==> src/rtl/core/seu_pkg.sv <==
// ----------------------------------------------------------------------------
// seu_pkg
// Types and constants shared by the endpoint transfer segmenter.
// ----------------------------------------------------------------------------
package seu_pkg;

    localparam int MPS_W = 10;
    localparam int LEN_W = 16;
    localparam int ADDR_W = 32;
    localparam int DEFAULT_LENGTH_BITS = 16;
    localparam logic [MPS_W-1:0] MPS_RESET = 10'd64;

    localparam logic [2:0] REQ_START_TX = 3'd0;
    localparam logic [2:0] REQ_START_RX = 3'd1;
    localparam logic [2:0] REQ_IN_DONE = 3'd2;
    localparam logic [2:0] REQ_OUT_DONE = 3'd3;
    localparam logic [2:0] REQ_PRESET = 3'd4;

    typedef struct packed {
        logic [2:0]        req_type;
        logic [ADDR_W-1:0] buffer_base;
        logic [ADDR_W-1:0] source_base;
        logic              copy_mode;
        logic [LEN_W-1:0]  data_len;
        logic [LEN_W-1:0]  request_len;
        logic [MPS_W-1:0]  received_len;
        logic [1:0]        toggle_preset;
    } in_word_t;

    typedef struct packed {
        logic              queue_packet;
        logic              pipe_dir;
        logic [ADDR_W-1:0] buffer_address;
        logic [ADDR_W-1:0] copy_address;
        logic [MPS_W-1:0]  packet_len;
        logic              data_toggle;
        logic              pingpong;
        logic              transfer_done;
        logic [LEN_W-1:0]  total_bytes;
        logic [LEN_W-1:0]  remaining;
    } out_word_t;

    typedef struct packed {
        logic load;
        logic rem_step;
        logic step;
    } seu_cmd_t;

    typedef struct packed {
        logic rem_needed;
        logic rem_last;
    } seu_status_t;

endpackage

==> src/rtl/core/seu_word_if.sv <==
// ----------------------------------------------------------------------------
// seu_word_if
// Valid/ready channel carrying one word of a given type.
// ----------------------------------------------------------------------------
interface seu_word_if #(
    parameter type word_t = logic
);
    logic  valid;
    logic  ready;
    word_t data;

    modport source (output valid, output data, input ready);
    modport sink (input valid, input data, output ready);
endinterface

==> src/rtl/core/seu_ctrl.sv <==
// ----------------------------------------------------------------------------
// seu_ctrl
// Sequencer: accept a word, run the remainder unit when needed, issue the
// step into the output register.
// ----------------------------------------------------------------------------
module seu_ctrl
    import seu_pkg::*;
(
    input  logic        clk,
    input  logic        rst_n,
    input  logic        item_valid,
    output logic        item_ready,
    output logic        result_valid,
    input  logic        result_ready,
    input  seu_status_t status,
    output seu_cmd_t    cmd
);

    typedef enum logic [1:0] {
        ST_IDLE,
        ST_RUN,
        ST_EXEC
    } state_t;

    state_t state_reg;
    logic   ready_reg;
    logic   out_valid_reg;
    logic   out_free;

    assign out_free = !out_valid_reg || result_ready;

    always_comb
    begin
        cmd.load = (state_reg == ST_IDLE) && item_valid && ready_reg;
        cmd.rem_step = (state_reg == ST_RUN);
        cmd.step = (state_reg == ST_EXEC) && out_free;
    end

    always_ff @(posedge clk or negedge rst_n)
    begin
        if (!rst_n)
        begin
            state_reg <= ST_IDLE;
            ready_reg <= 1'b1;
            out_valid_reg <= 1'b0;
        end
        else
        begin
            // a new word replaces the one leaving in the same cycle
            if (cmd.step)
            begin
                out_valid_reg <= 1'b1;
            end
            else if (out_valid_reg && result_ready)
            begin
                out_valid_reg <= 1'b0;
            end
            unique case (state_reg)
                ST_IDLE:
                begin
                    if (item_valid && ready_reg)
                    begin
                        ready_reg <= 1'b0;
                        state_reg <= ST_RUN;
                    end
                end
                ST_RUN:
                begin
                    if (!status.rem_needed || status.rem_last)
                    begin
                        state_reg <= ST_EXEC;
                    end
                end
                ST_EXEC:
                begin
                    if (out_free)
                    begin
                        ready_reg <= 1'b1;
                        state_reg <= ST_IDLE;
                    end
                end
                default:
                begin
                    state_reg <= ST_IDLE;
                end
            endcase
        end
    end

    assign item_ready = ready_reg;
    assign result_valid = out_valid_reg;

endmodule

==> src/rtl/core/seu_dp.sv <==
// ----------------------------------------------------------------------------
// seu_dp
// Pipe state, bit-serial remainder unit for the zero-length packet decision,
// packet step logic and output word register.
// ----------------------------------------------------------------------------
module seu_dp
    import seu_pkg::*;
#(
    parameter int LENGTH_BITS = DEFAULT_LENGTH_BITS
)
(
    input  logic             clk,
    input  logic             rst_n,
    input  in_word_t         item_data,
    input  logic             cfg_we,
    input  logic [MPS_W-1:0] cfg_data,
    input  seu_cmd_t         cmd,
    output seu_status_t      status,
    output out_word_t        out_data
);

    localparam int LW = LENGTH_BITS;
    localparam int XW = LENGTH_BITS + MPS_W;
    localparam int REM_STEPS = LEN_W;
    localparam int REM_CW = $clog2(REM_STEPS);

    logic [MPS_W-1:0]  mps_reg;
    logic [MPS_W-1:0]  mps_eff;
    in_word_t          in_reg;
    out_word_t         out_reg;
    out_word_t         out_next;

    logic [MPS_W-1:0]  rem_reg;
    logic [MPS_W-1:0]  rem_next;
    logic [LEN_W-1:0]  div_reg;
    logic [LEN_W-1:0]  div_next;
    logic [REM_CW-1:0] rem_cnt_reg;
    logic [MPS_W:0]    rem_trial;
    logic [LEN_W-1:0]  load_clip;

    logic              tx_toggle_reg, tx_toggle_next;
    logic              tx_sel_reg, tx_sel_next;
    logic [LW-1:0]     tx_left_reg, tx_left_next;
    logic [LW-1:0]     tx_offset_reg, tx_offset_next;
    logic              tx_zlp_reg, tx_zlp_next;
    logic [ADDR_W-1:0] tx_base_reg, tx_base_next;
    logic [ADDR_W-1:0] tx_source_reg, tx_source_next;
    logic              tx_bounce_reg, tx_bounce_next;
    logic              rx_toggle_reg, rx_toggle_next;
    logic              rx_sel_reg, rx_sel_next;
    logic [LW-1:0]     rx_left_reg, rx_left_next;
    logic [LW-1:0]     rx_offset_reg, rx_offset_next;
    logic [ADDR_W-1:0] rx_base_reg, rx_base_next;

    assign mps_eff = (mps_reg == '0) ? MPS_W'(1) : mps_reg;

    // remainder of the clipped transmit length by the packet size
    assign load_clip = (item_data.data_len > item_data.request_len) ?
                       item_data.request_len : item_data.data_len;
    assign rem_trial = {rem_reg, div_reg[LEN_W-1]};

    always_comb
    begin
        div_next = {div_reg[LEN_W-2:0], 1'b0};
        if (rem_trial >= {1'b0, mps_eff})
        begin
            rem_next = MPS_W'(rem_trial - {1'b0, mps_eff});
        end
        else
        begin
            rem_next = rem_trial[MPS_W-1:0];
        end
    end

    assign status.rem_needed = (in_reg.req_type == REQ_START_TX);
    assign status.rem_last = (rem_cnt_reg == REM_CW'(REM_STEPS - 1));

    always_comb
    begin
        logic          do_tx;
        logic [LW-1:0] t_left;
        logic [LW-1:0] t_off;
        logic          t_tog;
        logic [LEN_W-1:0] clip;
        logic [MPS_W-1:0] pkt_len;
        logic [MPS_W-1:0] rx_len;
        logic [LW-1:0] rx_left_v;
        logic [LW-1:0] rx_off_v;

        tx_toggle_next = tx_toggle_reg;
        tx_sel_next = tx_sel_reg;
        tx_left_next = tx_left_reg;
        tx_offset_next = tx_offset_reg;
        tx_zlp_next = tx_zlp_reg;
        tx_base_next = tx_base_reg;
        tx_source_next = tx_source_reg;
        tx_bounce_next = tx_bounce_reg;
        rx_toggle_next = rx_toggle_reg;
        rx_sel_next = rx_sel_reg;
        rx_left_next = rx_left_reg;
        rx_offset_next = rx_offset_reg;
        rx_base_next = rx_base_reg;
        out_next = '0;

        do_tx = 1'b0;
        t_left = tx_left_reg;
        t_off = tx_offset_reg;
        t_tog = ~tx_toggle_reg;
        clip = '0;
        pkt_len = '0;
        rx_len = '0;
        rx_left_v = '0;
        rx_off_v = '0;

        unique case (in_reg.req_type)
            REQ_START_TX:
            begin
                clip = (in_reg.data_len > in_reg.request_len) ?
                       in_reg.request_len : in_reg.data_len;
                t_left = LW'(clip);
                t_off = '0;
                t_tog = tx_toggle_reg;
                tx_base_next = in_reg.buffer_base;
                tx_source_next = in_reg.source_base;
                tx_bounce_next = in_reg.copy_mode;
                tx_zlp_next = (clip < in_reg.request_len) && (rem_reg == '0);
                do_tx = 1'b1;
            end
            REQ_START_RX:
            begin
                rx_left_v = LW'(in_reg.data_len);
                rx_base_next = in_reg.buffer_base;
                rx_left_next = rx_left_v;
                rx_offset_next = '0;
                rx_len = (XW'(rx_left_v) > XW'(mps_eff)) ? mps_eff : MPS_W'(rx_left_v);
                out_next.queue_packet = 1'b1;
                out_next.buffer_address = in_reg.buffer_base;
                out_next.packet_len = rx_len;
                out_next.data_toggle = rx_toggle_reg;
                out_next.pingpong = rx_sel_reg;
                out_next.remaining = LEN_W'(rx_left_v);
            end
            REQ_IN_DONE:
            begin
                do_tx = 1'b1;
            end
            REQ_OUT_DONE:
            begin
                rx_left_v = (XW'(in_reg.received_len) > XW'(rx_left_reg)) ? '0 :
                            rx_left_reg - LW'(in_reg.received_len);
                rx_off_v = rx_offset_reg + LW'(in_reg.received_len);
                rx_toggle_next = ~rx_toggle_reg;
                rx_sel_next = ~rx_sel_reg;
                rx_left_next = rx_left_v;
                rx_offset_next = rx_off_v;
                out_next.data_toggle = ~rx_toggle_reg;
                out_next.pingpong = ~rx_sel_reg;
                out_next.total_bytes = LEN_W'(rx_off_v);
                out_next.remaining = LEN_W'(rx_left_v);
                if ((in_reg.received_len < mps_eff) || (rx_left_v == '0))
                begin
                    out_next.transfer_done = 1'b1;
                end
                else
                begin
                    rx_len = (XW'(rx_left_v) > XW'(mps_eff)) ? mps_eff :
                             MPS_W'(rx_left_v);
                    out_next.queue_packet = 1'b1;
                    out_next.buffer_address = rx_base_reg + ADDR_W'(rx_off_v);
                    out_next.packet_len = rx_len;
                end
            end
            REQ_PRESET:
            begin
                rx_toggle_next = in_reg.toggle_preset[0];
                tx_toggle_next = in_reg.toggle_preset[1];
            end
            default:
            begin
                do_tx = 1'b0;
            end
        endcase

        if (do_tx)
        begin
            tx_toggle_next = t_tog;
            out_next.pipe_dir = 1'b1;
            out_next.data_toggle = t_tog;
            tx_left_next = t_left;
            tx_offset_next = t_off;
            if (t_left != '0)
            begin
                pkt_len = (XW'(t_left) > XW'(mps_eff)) ? mps_eff : MPS_W'(t_left);
                tx_offset_next = t_off + LW'(pkt_len);
                tx_left_next = t_left - LW'(pkt_len);
                tx_sel_next = ~tx_sel_reg;
                out_next.queue_packet = 1'b1;
                out_next.packet_len = pkt_len;
                out_next.pingpong = tx_sel_reg;
                if (tx_bounce_next)
                begin
                    out_next.buffer_address = tx_base_next;
                    out_next.copy_address = tx_source_next + ADDR_W'(t_off);
                end
                else
                begin
                    out_next.buffer_address = tx_base_next + ADDR_W'(t_off);
                end
            end
            else if (tx_zlp_next)
            begin
                tx_zlp_next = 1'b0;
                tx_sel_next = ~tx_sel_reg;
                out_next.queue_packet = 1'b1;
                out_next.pingpong = tx_sel_reg;
            end
            else
            begin
                out_next.pingpong = tx_sel_reg;
                out_next.transfer_done = 1'b1;
            end
            out_next.total_bytes = LEN_W'(tx_offset_next);
            out_next.remaining = LEN_W'(tx_left_next);
        end
    end

    always_ff @(posedge clk or negedge rst_n)
    begin
        if (!rst_n)
        begin
            mps_reg <= MPS_RESET;
            rem_cnt_reg <= '0;
            tx_toggle_reg <= 1'b0;
            tx_sel_reg <= 1'b0;
            tx_left_reg <= '0;
            tx_offset_reg <= '0;
            tx_zlp_reg <= 1'b0;
            tx_base_reg <= '0;
            tx_source_reg <= '0;
            tx_bounce_reg <= 1'b0;
            rx_toggle_reg <= 1'b0;
            rx_sel_reg <= 1'b0;
            rx_left_reg <= '0;
            rx_offset_reg <= '0;
            rx_base_reg <= '0;
        end
        else
        begin
            if (cfg_we)
            begin
                mps_reg <= cfg_data;
            end
            if (cmd.load)
            begin
                rem_cnt_reg <= '0;
            end
            else if (cmd.rem_step)
            begin
                rem_cnt_reg <= rem_cnt_reg + REM_CW'(1);
            end
            if (cmd.step)
            begin
                tx_toggle_reg <= tx_toggle_next;
                tx_sel_reg <= tx_sel_next;
                tx_left_reg <= tx_left_next;
                tx_offset_reg <= tx_offset_next;
                tx_zlp_reg <= tx_zlp_next;
                tx_base_reg <= tx_base_next;
                tx_source_reg <= tx_source_next;
                tx_bounce_reg <= tx_bounce_next;
                rx_toggle_reg <= rx_toggle_next;
                rx_sel_reg <= rx_sel_next;
                rx_left_reg <= rx_left_next;
                rx_offset_reg <= rx_offset_next;
                rx_base_reg <= rx_base_next;
            end
        end
    end

    always_ff @(posedge clk)
    begin
        if (cmd.load)
        begin
            in_reg <= item_data;
            rem_reg <= '0;
            div_reg <= load_clip;
        end
        else if (cmd.rem_step)
        begin
            rem_reg <= rem_next;
            div_reg <= div_next;
        end
        if (cmd.step)
        begin
            out_reg <= out_next;
        end
    end

    assign out_data = out_reg;

endmodule

==> src/rtl/core/usb_endpoint_transfer_segmenter_unit.sv <==
// ----------------------------------------------------------------------------
// usb_endpoint_transfer_segmenter_unit
// Packet engine for one USB endpoint pair: segments transfers into packets.
// ----------------------------------------------------------------------------
// One word is handled at a time. A transmit start runs from its accept through
// the bit-serial remainder unit, which decides whether a zero-length packet is
// owed, to the step that loads the output register once that is free; other
// requests do not wait on the remainder unit. A finished result sits in the
// output register while the next word is accepted. max_packet_size may be
// written at any time the block is idle; zero acts as one.
module usb_endpoint_transfer_segmenter_unit
    import seu_pkg::*;
#(
    parameter int LENGTH_BITS = DEFAULT_LENGTH_BITS
)
(
    input  logic             clk,
    input  logic             rst_n,
    seu_word_if.sink         item,
    seu_word_if.source       result,
    input  logic             cfg_we,
    input  logic [MPS_W-1:0] cfg_data
);

    seu_cmd_t    cmd;
    seu_status_t status;
    out_word_t   out_data;

    seu_ctrl u_ctrl (
        .clk          (clk),
        .rst_n        (rst_n),
        .item_valid   (item.valid),
        .item_ready   (item.ready),
        .result_valid (result.valid),
        .result_ready (result.ready),
        .status       (status),
        .cmd          (cmd)
    );

    seu_dp #(
        .LENGTH_BITS (LENGTH_BITS)
    ) u_dp (
        .clk       (clk),
        .rst_n     (rst_n),
        .item_data (item.data),
        .cfg_we    (cfg_we),
        .cfg_data  (cfg_data),
        .cmd       (cmd),
        .status    (status),
        .out_data  (out_data)
    );

    assign result.data = out_data;

endmodule

==> src/flat_wrapper.sv <==
// flat-port wrapper written by rule: the top's interface ports become plain ports
module usb_endpoint_transfer_segmenter_unit_flat import seu_pkg::*;
#(
    parameter int LENGTH_BITS = DEFAULT_LENGTH_BITS
)
  (clk, rst_n, cfg_we, cfg_data, item_valid, item_data, item_ready, result_valid, result_data, result_ready);
  seu_word_if #(.word_t(in_word_t)) item_i ();
  seu_word_if #(.word_t(out_word_t)) result_i ();
  input  logic clk;
  input  logic rst_n;
  input  logic cfg_we;
  input  logic [MPS_W-1:0] cfg_data;
  input wire logic [$bits(item_i.valid)-1:0] item_valid;
  input wire logic [$bits(item_i.data)-1:0] item_data;
  output wire logic [$bits(item_i.ready)-1:0] item_ready;
  output wire logic [$bits(result_i.valid)-1:0] result_valid;
  output wire logic [$bits(result_i.data)-1:0] result_data;
  input wire logic [$bits(result_i.ready)-1:0] result_ready;
  assign item_i.valid = item_valid;
  assign item_i.data = item_data;
  assign item_ready = item_i.ready;
  assign result_valid = result_i.valid;
  assign result_data = result_i.data;
  assign result_i.ready = result_ready;
  usb_endpoint_transfer_segmenter_unit #(.LENGTH_BITS(LENGTH_BITS)) u_core (.clk(clk), .rst_n(rst_n), .item(item_i), .result(result_i), .cfg_we(cfg_we), .cfg_data(cfg_data));
endmodule
==> config.mk <==
export PLATFORM = sky130hd
export DESIGN_NAME = usb_endpoint_transfer_segmenter_unit_flat
export DESIGN_NICKNAME = d
export VERILOG_FILES = /design/src/rtl/core/seu_pkg.sv /design/src/rtl/core/seu_word_if.sv /design/src/rtl/core/seu_ctrl.sv /design/src/rtl/core/seu_dp.sv /design/src/rtl/core/usb_endpoint_transfer_segmenter_unit.sv /design/src/flat_wrapper.sv
export SDC_FILE = /design/constraint.sdc
export NUM_CORES = 1
export LEC_CHECK = 0
export ABC_AREA = 1
export BUFFER_PORTS_ARGS = -buffer_cell sky130_fd_sc_hd__buf_2
export CORE_MARGIN = 2
export CORE_UTILIZATION = 60
export DETAILED_ROUTE_END_ITERATION = 10
export PLACE_DENSITY = 0.86
export SYNTH_ARGS = -nofsm -noshare
export SYNTH_HDL_FRONTEND = slang
export SYNTH_SLANG_ARGS = --single-unit
==> constraint.sdc <==
create_clock -name clk -period 12.98 [get_ports clk]
set_input_delay 1.298 -clock clk [delete_from_list [all_inputs] [get_ports clk]]
set_output_delay 1.298 -clock clk [all_outputs]
set_load 0.1 [all_outputs]
==> results.md <==
- Status: finished, final reports clean
- Clock root cell: clkbuf_16
- Net Sw Power: 3810 µW
- Simple-gate share of the synthesized area: between 20% and 30%
- Setup violations, final: 0
- Non-Filler Instances: 3,884
- Register-to-Register Path Depth: 30
- Total wire length: slightly above 80 mm
- Clock Latency Late Sink: 0.61 ns
- Final critical delay including setup and external delays: 7.15 ns
- EDFF count, synth: ~240
- H-tree levels: 2
- Largest family of logic cells by synthesized area: simple AND/OR/NAND/NOR gates
- Die ar.: 45,600 µm²
- Most numerous cell in the Yosys netlist: nand2_1
- Part of the power in the clock network: between 10% and 20%
- Most frequent CP cell: nand2_1
- Syn_nets: 3,369
- Drt drc: 0
- Max cap viols: 0
- Initial antenna violation count: 4
- Number of global-route vias before repair: approximately 23,000
- Via/cell ratio: between 6 and 7
- CP arrival: 7.52 ns
- RSZ-0062 raised after global routing: no
- Pins over their slew limit: 0
- FILL cells: 3,339
- Top post-synthesis cells by count: nand2_1, inv_1, o21ai_0
- Hold Path Class: reg -> reg
- Final instance area: 29,700 µm²
- Hold Crit Start: u_core.u_dp.tx_offset_reg[14]
- Max FO, Critical Path: roughly 70
- Sequential power share: 28.7%
- Worst R2R Start: u_core.u_dp.in_reg[111]
- Largest stage delay, worst path: 0.67 ns
- CTS tree: done
- Avg Cell Area, Syn: 8.62 µm²
- Post-DP HPWL: 58.7 mm
- Worst-margin pin slew: 1.33 ns
- Worst hold path depth: 2
- First-pass GRT wire length: between 100 and 150 mm
- Largest register FFs: 112
- Via count: 23,400
- Share of cells above drive strength 1: between 10% and 20%
- Num CTS Buffers: 46
- Mapped Area: between 20,000 and 30,000 µm²
- Synth top area share: 27.2%
- Final antenna-violating net count: 0
- Adder-cell share of the synthesized area: just under 9%
- Clock-pin slew on the worst setup and hold paths: 0.06 ns
- I/O Pins: 240
- Largest net degree at the start of global routing: 172
- Crit path required time: ~13 ns
- Post-CTS Setup Inserts: 0
- Post-synthesis cell count: 3,057
- R2r setup slk: 5.83 ns
- GRT Overall Usage: 35.8%
- Synthesis-to-layout area growth: 12.5%
- Slowest CP cell: buf_4
- WL/cell: 20.9 µm
- Fraction of registers with async set/reset: 42.5%
- Total congestion overflow: 0
- Final setup TNS: 0 ns
- Pwr dens: about 270 nW/µm²
- Dpl cells: 3,796
- Sw Share: 48.3%
- Xor/xnor share of the synthesized area: 3.25%
- Sink Count: 433
- Synth cell types: 67
- # nets final: 3,571
- Critical path type: reg -> reg
- Ys flop type: edfxtp_1
- Iter 0 DRT Violations: 2,587
- Synth area leaders: edfxtp_1, dfrtp_1, nand2_1, ha_1, o21ai_0
- Global placer's final weighted congestion: 0.967
- RR Endpoint: u_core.u_dp.out_data[31]
- Core area: ~43,000 µm²
- Yosys top cell by area: edfxtp_1
- Placed instance area: 28,000 µm²
- Seq/Total Area, Yosys: 45.5%
- Hold endpoint: u_core.u_dp.tx_offset_reg[14]
- Port bufs: 239
- Slew headroom: 11.4%
- Max Buffers Root-to-Sink: 3
- Final worst-path cycle share: 55.1%
- Combinational power share: about 53%
- FMAX: 140 MHz
- Complex-gate fraction of the synthesized area: 13.8%
- Startpoint types: flip-flop
- Pint: 4080 µW
- Register bit count reported by yosys: 433
- Die width: 214 µm
- Synth Warn #: 0
- Rows: 76
- LEAKAGE: 0.0136 µW
- Mux share of post-synthesis cell area: 1.63%
- Clock Skew: 0.0255 ns
- CTS resizes: 0
- First-pass iteration count of the detailed router: 6
- Die span in y: 214 µm
- Hold Vio Cnt, Final: 0
- Nature of the critical path endpoint: flip-flop
- Hold-fix buffers, CTS: 0
- Starting Density: between 60% and 70%
- Maximum vdd drop: 219 µV
layer usage:
metal	global-route usage [%]	wire length, µm
met5	0	76
met4	15.0	3520
met3	8.71	8570
met2	54.1	35400
met1	49.4	33500
area by class of cell:
| type | instances | area [µm²] | share of cell area, % |
|---|---|---|---|
| Clock buffer | 64 | 1330 | 4.49 |
| Timing Repair Buffer | 256 | 1350 | 4.53 |
| Multi-Input combinational cell | 2181 | 12700 | 42.7 |
| Tap cell | 585 | 732 | 2.47 |
| Sequential cell | 433 | 12000 | 40.4 |
| Inverter | 341 | 1280 | 4.32 |
| Clock inverter | 22 | 305 | 1.03 |
| Antenna cell | 2 | 5.00 | 0.0169 |
placed cells by master (no fill, tap or decap), types with 17 or more instances in the layout:
cell         n
o21bai_1    22
o21ai_1     23
o21ai_0    314
o221ai_1    30
a21oi_1    162
buf_2      238
inv_1      323
ha_1       179
nand2_1    688
clkbuf_16   48
xor2_1      53
nand3_1    158
dfrtp_1    182
nor2_1     180
edfxtp_1   239
mux2i_1     26
nor3_1      27
xnor2_1     43
nand2_2     25
nand3_2     17
nand4_1     33
or2_2       36
power groups by stage:
stage | sequential (µW) | combinational (µW) | clock [µW]
3_5_place_dp | 2260 | 4060 | 0
2_1_floorplan | 2710 | 2590 | 0
3_3_place_gp | 2250 | 3920 | 0
6_report | 2260 | 4190 | 1430
4_1_cts | 2250 | 4110 | 1440
5_1_grt | 2300 | 4590 | 1490
worst max-delay path by stage:
stage                                        from                        to  depth (start not counted)
after floorplan                        item_valid    u_core.u_dp.div_reg[0]                          6
after global placement    u_core.u_dp.in_reg[111]  u_core.u_dp.out_data[27]                         30
after detailed placement  u_core.u_dp.in_reg[111]  u_core.u_dp.out_data[27]                         30
after CTS                 u_core.u_dp.in_reg[111]  u_core.u_dp.out_data[31]                         30
after global routing      u_core.u_dp.in_reg[111]  u_core.u_dp.out_data[31]                         30
final                     u_core.u_dp.in_reg[111]  u_core.u_dp.out_data[31]                         30
per-stage QoR:
stage / worst slack [ns] / hold WS [ns] / util, % / power, µW
floorplan: 7.23 / 0.441 / - / 5310
global placement: 6.13 / 0.459 / 64.9 / 6170
detailed placement: 6.07 / 0.463 / 64.9 / 6320
CTS: 6.05 / 0.480 / 68.7 / 7790
global route: 5.33 / 0.486 / 68.7 / 8380
finish: 5.83 / 0.482 / 68.7 / 7880
logic make-up after synthesis:
kind of cell / after synthesis
AO/OA/AOI/OAI: 642
XOR/XNOR: 97
adder cells (fa/ha/maj): 185
buffers and inverters: 443
flip-flops: 433
multiplexers: 41
AND/OR/NAND/NOR: 1216
worst max-delay path: cells and delay by family (launching register included):
kind,cells,cell delay (ns)
buffers and inverters,8,2.40
and+or+nand+nor,12,1.69
AOI/OAI and AO/OA,8,1.60
adders and majority gates,2,0.76
DFF,1,0.42
Note: power is estimated with default switching activity, not from simulation.
